==> src/modular_exponentiation_assert.svh <==
// Assertion macros for the block's top module.
`ifndef MODULAR_EXPONENTIATION_ASSERT_SVH
`define MODULAR_EXPONENTIATION_ASSERT_SVH

// Same-cycle implication, switched off while reset is asserted.
`define MODEXP_ASSERT_IMPL(label, clk, rst_n, ante, cons, msg) \
    label: assert property (@(posedge clk) disable iff (!(rst_n)) (ante) |-> (cons)) \
        else $error(msg);

// Next-cycle implication, switched off while reset is asserted.
`define MODEXP_ASSERT_NEXT(label, clk, rst_n, ante, cons, msg) \
    label: assert property (@(posedge clk) disable iff (!(rst_n)) (ante) |=> (cons)) \
        else $error(msg);

`endif

==> src/modexp_pkg.sv <==
package modexp_pkg;

    // Width of every payload field at the ports.
    localparam int FIELD_BITS = 64;

    // Handshake between the sequencer and the shared multiplier.
    typedef struct packed {
        logic busy;
        logic done;
    } mm_status_t;

    typedef enum logic [2:0] {
        S_IDLE,
        S_RED,
        S_BIT,
        S_MUL,
        S_SQR,
        S_DONE
    } state_t;

endpackage

==> src/modular_exponentiation.sv <==
// Sequence, input transaction to out_valid: the shared unit reduces the base mod m, then walks
// the exponent LSB first, multiplying the result by the square for each set bit and squaring
// for every bit but the last; then the output is loaded. A zero modulus skips to the output load.
// Throughput: one transaction at a time; the shared mod-multiplier, one bit per cycle, sets it.
// Reset: rst_n, asynchronous, active low; clears the sequencer and the output valid flag.
`include "modular_exponentiation_assert.svh"

module modular_exponentiation #(
    parameter int OPERAND_BITS = 64
) (
    input  logic                               clk,
    input  logic                               rst_n,
    input  logic                               in_valid,
    output logic                               in_stall,
    input  logic [modexp_pkg::FIELD_BITS-1:0]  base_value,
    input  logic [modexp_pkg::FIELD_BITS-1:0]  exponent_value,
    input  logic [modexp_pkg::FIELD_BITS-1:0]  modulus_value,
    output logic                               out_valid,
    input  logic                               out_stall,
    output logic [modexp_pkg::FIELD_BITS-1:0]  power_result,
    output logic                               zero_modulus_error
);
    import modexp_pkg::*;

    localparam int W  = OPERAND_BITS;
    localparam int IW = $clog2(W);

    state_t        state_reg, state_next;

    // Running result, running square, exponent shifted right, modulus.
    logic [W-1:0]  acc_reg, acc_next;
    logic [W-1:0]  sq_reg, sq_next;
    logic [W-1:0]  expo_reg, expo_next;
    logic [W-1:0]  m_reg, m_next;
    logic [IW-1:0] idx_reg, idx_next;
    logic          err_reg, err_next;

    // Output register: parts the result from the next transaction.
    logic                  out_valid_reg, out_valid_next;
    logic [FIELD_BITS-1:0] power_result_reg;
    logic                  zero_modulus_error_reg;

    logic          accept;
    logic          load_out;
    logic          last_bit;
    logic [W-1:0]  in_base;
    logic [W-1:0]  in_mod;

    // Shared multiplier.
    logic          unit_start;
    logic [W-1:0]  unit_a;
    logic [W-1:0]  unit_b;
    logic [W-1:0]  unit_result;
    mm_status_t    unit_status;

    // Only the low W bits of each field count.
    assign in_base  = base_value[W-1:0];
    assign in_mod   = modulus_value[W-1:0];
    assign accept   = in_valid && !in_stall;
    assign last_bit = (idx_reg == IW'(W - 1));

    modexp_mulmod #(
        .W (W)
    ) u_mulmod (
        .clk    (clk),
        .rst_n  (rst_n),
        .start  (unit_start),
        .op_a   (unit_a),
        .op_b   (unit_b),
        .op_m   (m_reg),
        .result (unit_result),
        .status (unit_status)
    );

    // Next state: reduce the base, then walk the exponent LSB first.
    always_comb
    begin
        state_next = state_reg;
        case (state_reg)
            S_IDLE:
            begin
                if (accept)
                    state_next = (in_mod == '0) ? S_DONE : S_RED;
            end
            S_RED:
            begin
                if (unit_status.done)
                    state_next = S_BIT;
            end
            S_BIT:
            begin
                if (expo_reg[0])
                    state_next = S_MUL;
                else if (last_bit)
                    state_next = S_DONE;
                else
                    state_next = S_SQR;
            end
            S_MUL:
            begin
                // Skip the final squaring: it cannot reach the result.
                if (unit_status.done)
                    state_next = last_bit ? S_DONE : S_SQR;
            end
            S_SQR:
            begin
                if (unit_status.done)
                    state_next = S_BIT;
            end
            S_DONE:
            begin
                if (load_out)
                    state_next = S_IDLE;
            end
            default:
            begin
                state_next = S_IDLE;
            end
        endcase
    end

    // Sequencer outputs: handshake and the operands of the shared unit.
    always_comb
    begin
        in_stall   = (state_reg != S_IDLE);
        load_out   = (state_reg == S_DONE) && (!out_valid_reg || !out_stall);
        unit_start = (state_reg inside {S_RED, S_MUL, S_SQR})
                     && !unit_status.busy && !unit_status.done;
        unit_a     = '0;
        unit_b     = '0;
        case (state_reg)
            S_RED:
            begin
                // 1 * base, scanned bit by bit, leaves base mod m.
                unit_a = W'(1);
                unit_b = sq_reg;
            end
            S_MUL:
            begin
                unit_a = acc_reg;
                unit_b = sq_reg;
            end
            S_SQR:
            begin
                unit_a = sq_reg;
                unit_b = sq_reg;
            end
            default:
            begin
                unit_a = '0;
                unit_b = '0;
            end
        endcase
    end

    // Datapath next values.
    always_comb
    begin
        acc_next  = acc_reg;
        sq_next   = sq_reg;
        expo_next = expo_reg;
        m_next    = m_reg;
        idx_next  = idx_reg;
        err_next  = err_reg;
        case (state_reg)
            S_IDLE:
            begin
                if (accept)
                begin
                    // 1 mod m: zero when m is one; a zero modulus flags and gives 0.
                    acc_next  = (in_mod == W'(1) || in_mod == '0) ? '0 : W'(1);
                    sq_next   = in_base;
                    expo_next = exponent_value[W-1:0];
                    m_next    = in_mod;
                    idx_next  = '0;
                    err_next  = (in_mod == '0);
                end
            end
            S_RED:
            begin
                if (unit_status.done)
                    sq_next = unit_result;
            end
            S_MUL:
            begin
                if (unit_status.done)
                    acc_next = unit_result;
            end
            S_SQR:
            begin
                if (unit_status.done)
                begin
                    sq_next   = unit_result;
                    expo_next = expo_reg >> 1;
                    idx_next  = idx_reg + 1'b1;
                end
            end
            default:
            begin
                acc_next = acc_reg;
            end
        endcase
    end

    // Hold the result until taken; drop valid once it is.
    always_comb
    begin
        out_valid_next = out_valid_reg;
        if (load_out)
            out_valid_next = 1'b1;
        else if (out_valid_reg && !out_stall)
            out_valid_next = 1'b0;
    end

    always_ff @(posedge clk or negedge rst_n)
    begin
        if (!rst_n)
        begin
            state_reg     <= S_IDLE;
            idx_reg       <= '0;
            out_valid_reg <= 1'b0;
        end
        else
        begin
            state_reg     <= state_next;
            idx_reg       <= idx_next;
            out_valid_reg <= out_valid_next;
        end
    end

    always_ff @(posedge clk)
    begin
        acc_reg  <= acc_next;
        sq_reg   <= sq_next;
        expo_reg <= expo_next;
        m_reg    <= m_next;
        err_reg  <= err_next;
        if (load_out)
        begin
            power_result_reg       <= FIELD_BITS'(acc_reg);
            zero_modulus_error_reg <= err_reg;
        end
    end

    assign out_valid          = out_valid_reg;
    assign power_result       = power_result_reg;
    assign zero_modulus_error = zero_modulus_error_reg;

    // A flagged result always carries zero.
    `MODEXP_ASSERT_IMPL(a_err_zero, clk, rst_n, out_valid_reg && zero_modulus_error_reg, power_result_reg == '0, "zero modulus result is not zero")
    // The multiplier finishes only while the sequencer waits on it.
    `MODEXP_ASSERT_IMPL(a_done_in_op, clk, rst_n, unit_status.done, state_reg == S_RED || state_reg == S_MUL || state_reg == S_SQR, "multiplier done outside an operation")
    // An accepted transaction closes the input until its result is out.
    `MODEXP_ASSERT_NEXT(a_busy_after_accept, clk, rst_n, accept, in_stall, "input open right after a transaction")
    // A start always leaves the shared unit busy and not yet done.
    `MODEXP_ASSERT_NEXT(a_start_runs, clk, rst_n, unit_start, unit_status.busy && !unit_status.done, "multiplier did not start")

endmodule

==> src/modexp_mulmod.sv <==
module modexp_mulmod #(
    parameter int W = 64
) (
    input  logic                     clk,
    input  logic                     rst_n,
    input  logic                     start,
    input  logic [W-1:0]             op_a,
    input  logic [W-1:0]             op_b,
    input  logic [W-1:0]             op_m,
    output logic [W-1:0]             result,
    output modexp_pkg::mm_status_t   status
);
    import modexp_pkg::*;

    localparam int CW = $clog2(W);

    logic [W-1:0]  acc_reg, acc_next;
    logic [W-1:0]  a_reg, a_next;
    logic [W-1:0]  b_reg, b_next;
    logic [W-1:0]  m_reg, m_next;
    logic [CW-1:0] cnt_reg, cnt_next;
    logic          busy_reg, busy_next;
    logic          done_reg, done_next;
    logic [W-1:0]  dbl;
    logic [W-1:0]  step;

    // (x + y) mod m for x, y below m; never overflows W bits.
    function automatic logic [W-1:0] add_mod(input logic [W-1:0] x,
                                             input logic [W-1:0] y,
                                             input logic [W-1:0] m);
        logic [W-1:0] gap;
        gap = m - y;
        if (x >= gap)
            return x - gap;
        return x + y;
    endfunction

    // One multiplier bit per cycle while busy: double, then add the multiplicand if the bit is set.
    always_comb
    begin
        dbl  = add_mod(acc_reg, acc_reg, m_reg);
        step = b_reg[W-1] ? add_mod(dbl, a_reg, m_reg) : dbl;
    end

    always_comb
    begin
        acc_next  = acc_reg;
        a_next    = a_reg;
        b_next    = b_reg;
        m_next    = m_reg;
        cnt_next  = cnt_reg;
        busy_next = busy_reg;
        done_next = 1'b0;
        if (start)
        begin
            acc_next  = '0;
            a_next    = op_a;
            b_next    = op_b;
            m_next    = op_m;
            cnt_next  = CW'(W - 1);
            busy_next = 1'b1;
        end
        else if (busy_reg)
        begin
            acc_next = step;
            b_next   = b_reg << 1;
            cnt_next = cnt_reg - 1'b1;
            if (cnt_reg == '0)
            begin
                busy_next = 1'b0;
                done_next = 1'b1;
            end
        end
    end

    always_ff @(posedge clk or negedge rst_n)
    begin
        if (!rst_n)
        begin
            busy_reg <= 1'b0;
            done_reg <= 1'b0;
            cnt_reg  <= '0;
        end
        else
        begin
            busy_reg <= busy_next;
            done_reg <= done_next;
            cnt_reg  <= cnt_next;
        end
    end

    always_ff @(posedge clk)
    begin
        acc_reg <= acc_next;
        a_reg   <= a_next;
        b_reg   <= b_next;
        m_reg   <= m_next;
    end

    assign result      = acc_reg;
    assign status.busy = busy_reg;
    assign status.done = done_reg;

endmodule
==> config.mk <==
export PLATFORM = sky130hd
export DESIGN_NAME = modular_exponentiation
export DESIGN_NICKNAME = d
export VERILOG_FILES = /design/src/modexp_pkg.sv /design/src/modular_exponentiation.sv /design/src/modexp_mulmod.sv
export VERILOG_INCLUDE_DIRS = /design/src /design/src/src
export SDC_FILE = /design/constraint.sdc
export NUM_CORES = 2
export LEC_CHECK = 0
export ABC_AREA = 1
export ABC_CLOCK_PERIOD_IN_PS = 16800
export BUFFER_PORTS_ARGS = -buffer_cell sky130_fd_sc_hd__clkbuf_2
export CORE_MARGIN = 2
export CORE_UTILIZATION = 35
export DETAILED_ROUTE_END_ITERATION = 6
export SYNTH_ARGS = -nofsm -noshare
export SYNTH_HDL_FRONTEND = slang
export SYNTH_SLANG_ARGS = --single-unit
==> constraint.sdc <==
create_clock -name clk -period 16.8 [get_ports clk]
set_clock_uncertainty 0.05 [all_clocks]
set_input_delay 3.36 -clock clk [delete_from_list [all_inputs] [get_ports clk]]
set_output_delay 3.36 -clock clk [all_outputs]
set_load 0.02 [all_outputs]
==> flow_summary_export.csv <==
group,metric,value,unit
routing,drt_first_pass_iters,7,
worst_setup_path,crit_path_top_delay_cell,"nand2_4",
worst_setup_path,worstSetupStartpoint,"u_mulmod.result[5]",
worst_setup_path,r2r_cells,44,
place,hpwl,163000,microns
logic_synthesis,synth_area_leader_cell,"edfxtp_1",
logic_synthesis,seq_area_frac_synth,0.379,
timing,slew_headroom,0.208,
logic_synthesis,synth_adder_area_share,0.0845,
routing,wirelength,197000,microns
worst_setup_path,reg2reg_from,"u_mulmod.result[5]",
timing,timing.final.crit_share,0.677,
timing,fmax,0.0880,GHz
worst_setup_path,cp_slowest_stage_delay,0.87,ns
logic_synthesis,synth.distinct_cells,66,
logic_synthesis,synth_edf_count,514,
worst_setup_path,critPathMaxFanout,82,
timing,hold-worst-slack,0.365,ns
routing,wl_per_cell,24.2,microns
clock_network,clockRootBuffer,"clkbuf_16",
timing,tns,0,ns
timing,setup_violations,0,
worst_setup_path,cp-end-kind,"register",
timing,fin_ws,5.43,ns
status,violations,"design-rule violations",
place,io_buffers,262,
worst_setup_path,startpoint_type,"register",
routing,drc,9,
timing,worst_pin_slew,1.18,ns
worst_setup_path,r2r_end,"u_mulmod.result[62]",
grt,first_global_vias,41717,
power_and_ir_drop,power,3.15,mW
worst_hold_path,hold_path_class,"reg2reg",
layout,most-common-layout-cells,"1640 x nand2_1, 830 x inv_1, 604 x nor2_1, 516 x a21oi_1, 514 x edfxtp_1",
layout,drive_gt1_frac,0.0772,
power_and_ir_drop,leakage,22.8,nW
clock_network,cts_setup_buffers,0,
clock_network,cts_tree,"built",
worst_setup_path,ff2ff_setup_slack,5.43,ns
clock_network,cts_sinks,596,
die,die-area,0.132,sq mm
logic_synthesis,synthSimpleGateAreaFrac,0.255,
clock_network,hold_buffers,0,
die,num_rows,131,
flow_run,maxCapViolCount,0,
logic_synthesis,synth_top_family_by_area,"simple AND/OR/NAND/NOR gates",
routing,avgViaCountPerCell,5.43,
die,num_io_pins,263,
clock_network,cts_resized,0,
logic_synthesis,synth_flop_cell,"edfxtp_1",
grt,grt_pass1_wl,281000,microns
routing,drtIter0Drc,4892,
logic_synthesis,ys_async_sr_fraction,0.0302,
timing,hold_viol,0,
status,status,"finished, violations left",
place,dp_slack,5.61,ns
logic_synthesis,ys_warn_count,0,
logic_synthesis,synth.net_count,6654,
logic_synthesis,avgSynthCellArea,7.36,sq um
layout,final_area,0.0506,sq mm
logic_synthesis,synth_top_area_share,0.341,
logic_synthesis,synth_compound_area_frac,0.156,
die,initial_core_util,0.354,
grt,antenna_found_initial,8,
place,dp_cells,8044,
worst_setup_path,crit_required,17.36,ns
worst_setup_path,crit_end,"u_mulmod.result[62]",
layout,final_nets,6884,
timing,drv_slew,0,
die,core_area,0.128,sq mm
grt,grt_overflow,0,
clock_network,cts_buffers,67,
layout,final_cells,8167,
grt,grt_usage,0.291,
clock_network,htree_levels,3,
routing,route.vias.total,44307,
logic_synthesis,synth_area,0.0453,sq mm
power_and_ir_drop,power.density,62.2,mW/mm^2
place,gp_congestion,1.03,
clock_network,clkTransAtPathRegs,0.07,ns
die,die_w,364,microns
timing,period_needed,11.37,ns
logic_synthesis,synthXorXnorAreaFrac,0.0426,
clock_network,clock_latency,0.68,ns
layout,syn_to_final_growth,11.9,%
layout,layout.cells.most_common,"nand2_1",
worst_setup_path,worstSetupPathType,"reg2reg",
worst_setup_path,critPathArrivalTime,11.92,ns
clock_network,clk_path_buf_depth,3,
place,placedInstanceArea,0.0484,sq mm
logic_synthesis,synthTopCellsByArea,"edfxtp_1 34%, nand2_1 14%, ha_1 8.3%",
layout,fin_util,0.396,
logic_synthesis,ys_ff_latch,596,
die,die_h,364,microns
routing,drtAntennaViolNets,0,
worst_setup_path,crit_top_cell,"nand2_1",
grt,grt_max_degree,132,
logic_synthesis,syn_inst,6154,
logic_synthesis,muxShareOfSynthArea,0.000497,
timing,rsz0062_at_grt,"no",
power_and_ir_drop,ir_drop,85.7,uV
==> synth_stat cells (5+ instances only) <==
cell type and count:
o211ai_1 8, dfrtp_1 18, a211oi_1 12, or4_1 5
xor2_1 136, nand3_2 15, or2_2 18, a21boi_0 19
nand2_1 1641, inv_1 836, nor4_1 23, buf_1 13
xnor2_1 84, nand4_1 32, nand2_2 22, o21ai_1 16
a21oi_1 519, a2111oi_0 6, nand3_1 284, ha_1 301
o21ai_0 498, o21a_1 61, nor2_1 608, a31oi_1 63
o21bai_1 21, dfxtp_1 64, clkbuf_1 90, nand3b_1 36
and3_1 6, a21o_1 21, buf_6 13, a21oi_2 11
nor2_2 7, edfxtp_1 514, nor3_1 67
==> worst min-delay path by stage <==
stage	from	end	slack, ns	cells after the start
global placement	m_reg[49]	u_mulmod.m_reg[49]	0.35	0
finish	m_reg[24]	u_mulmod.m_reg[24]	0.36	0
floorplan	m_reg[0]	u_mulmod.m_reg[0]	0.35	0
detailed placement	m_reg[24]	u_mulmod.m_reg[24]	0.35	0
global route	m_reg[39]	u_mulmod.m_reg[39]	0.37	0
CTS	m_reg[20]	u_mulmod.m_reg[20]	0.36	0
==> routing by layer <==
metal	global-route usage	routed length [microns]
met1	0.432	92600
met2	0.424	80900
met3	0.0619	18800
met4	0.0777	4980
met5	0	50
==> final cells by class <==
cell class                      count  area, sq um
Sequential cell                   596        17200
Tap cell                         1729         2160
Clock buffer                       87         1810
Fill cell                       13472        77400
Clock inverter                     35          409
Antenna cell                        1         2.50
Multi-Input combinational cell   4593        24400
Inverter                          840         3160
Timing Repair Buffer              286         1500
==> where the power goes <==
| part | internal (mW) | leakage [nW] | switching [mW] |
|---|---|---|---|
| clock network | 0.854 | 1.08 | 0.660 |
| logic | 0.0228 | 16.1 | 0.0235 |
| registers | 1.59 | 5.57 | 0.0000919 |
| total | 2.47 | 22.8 | 0.684 |
==> cell families after synthesis <==
kind of cell,Yosys count
AND/OR/NAND/NOR,2782
multiplexers,2
buffers and inverters,965
flip-flops,596
AO/OA/AOI/OAI,1285
adder cells (fa/ha/maj),304
XOR/XNOR,220
==> worst max-delay path, delay by kind of cell, from the launching register on <==
kind | cells | cell delay [ns]
flip-flops | 1 | 0.45
AND/OR/NAND/NOR | 15 | 3.15
XOR/XNOR | 1 | 0.13
buffers and inverters | 9 | 1.93
adder cells (fa/ha/maj) | 3 | 1.18
AO/OA/AOI/OAI | 16 | 4.33
Power figures use the tool's default switching activity.
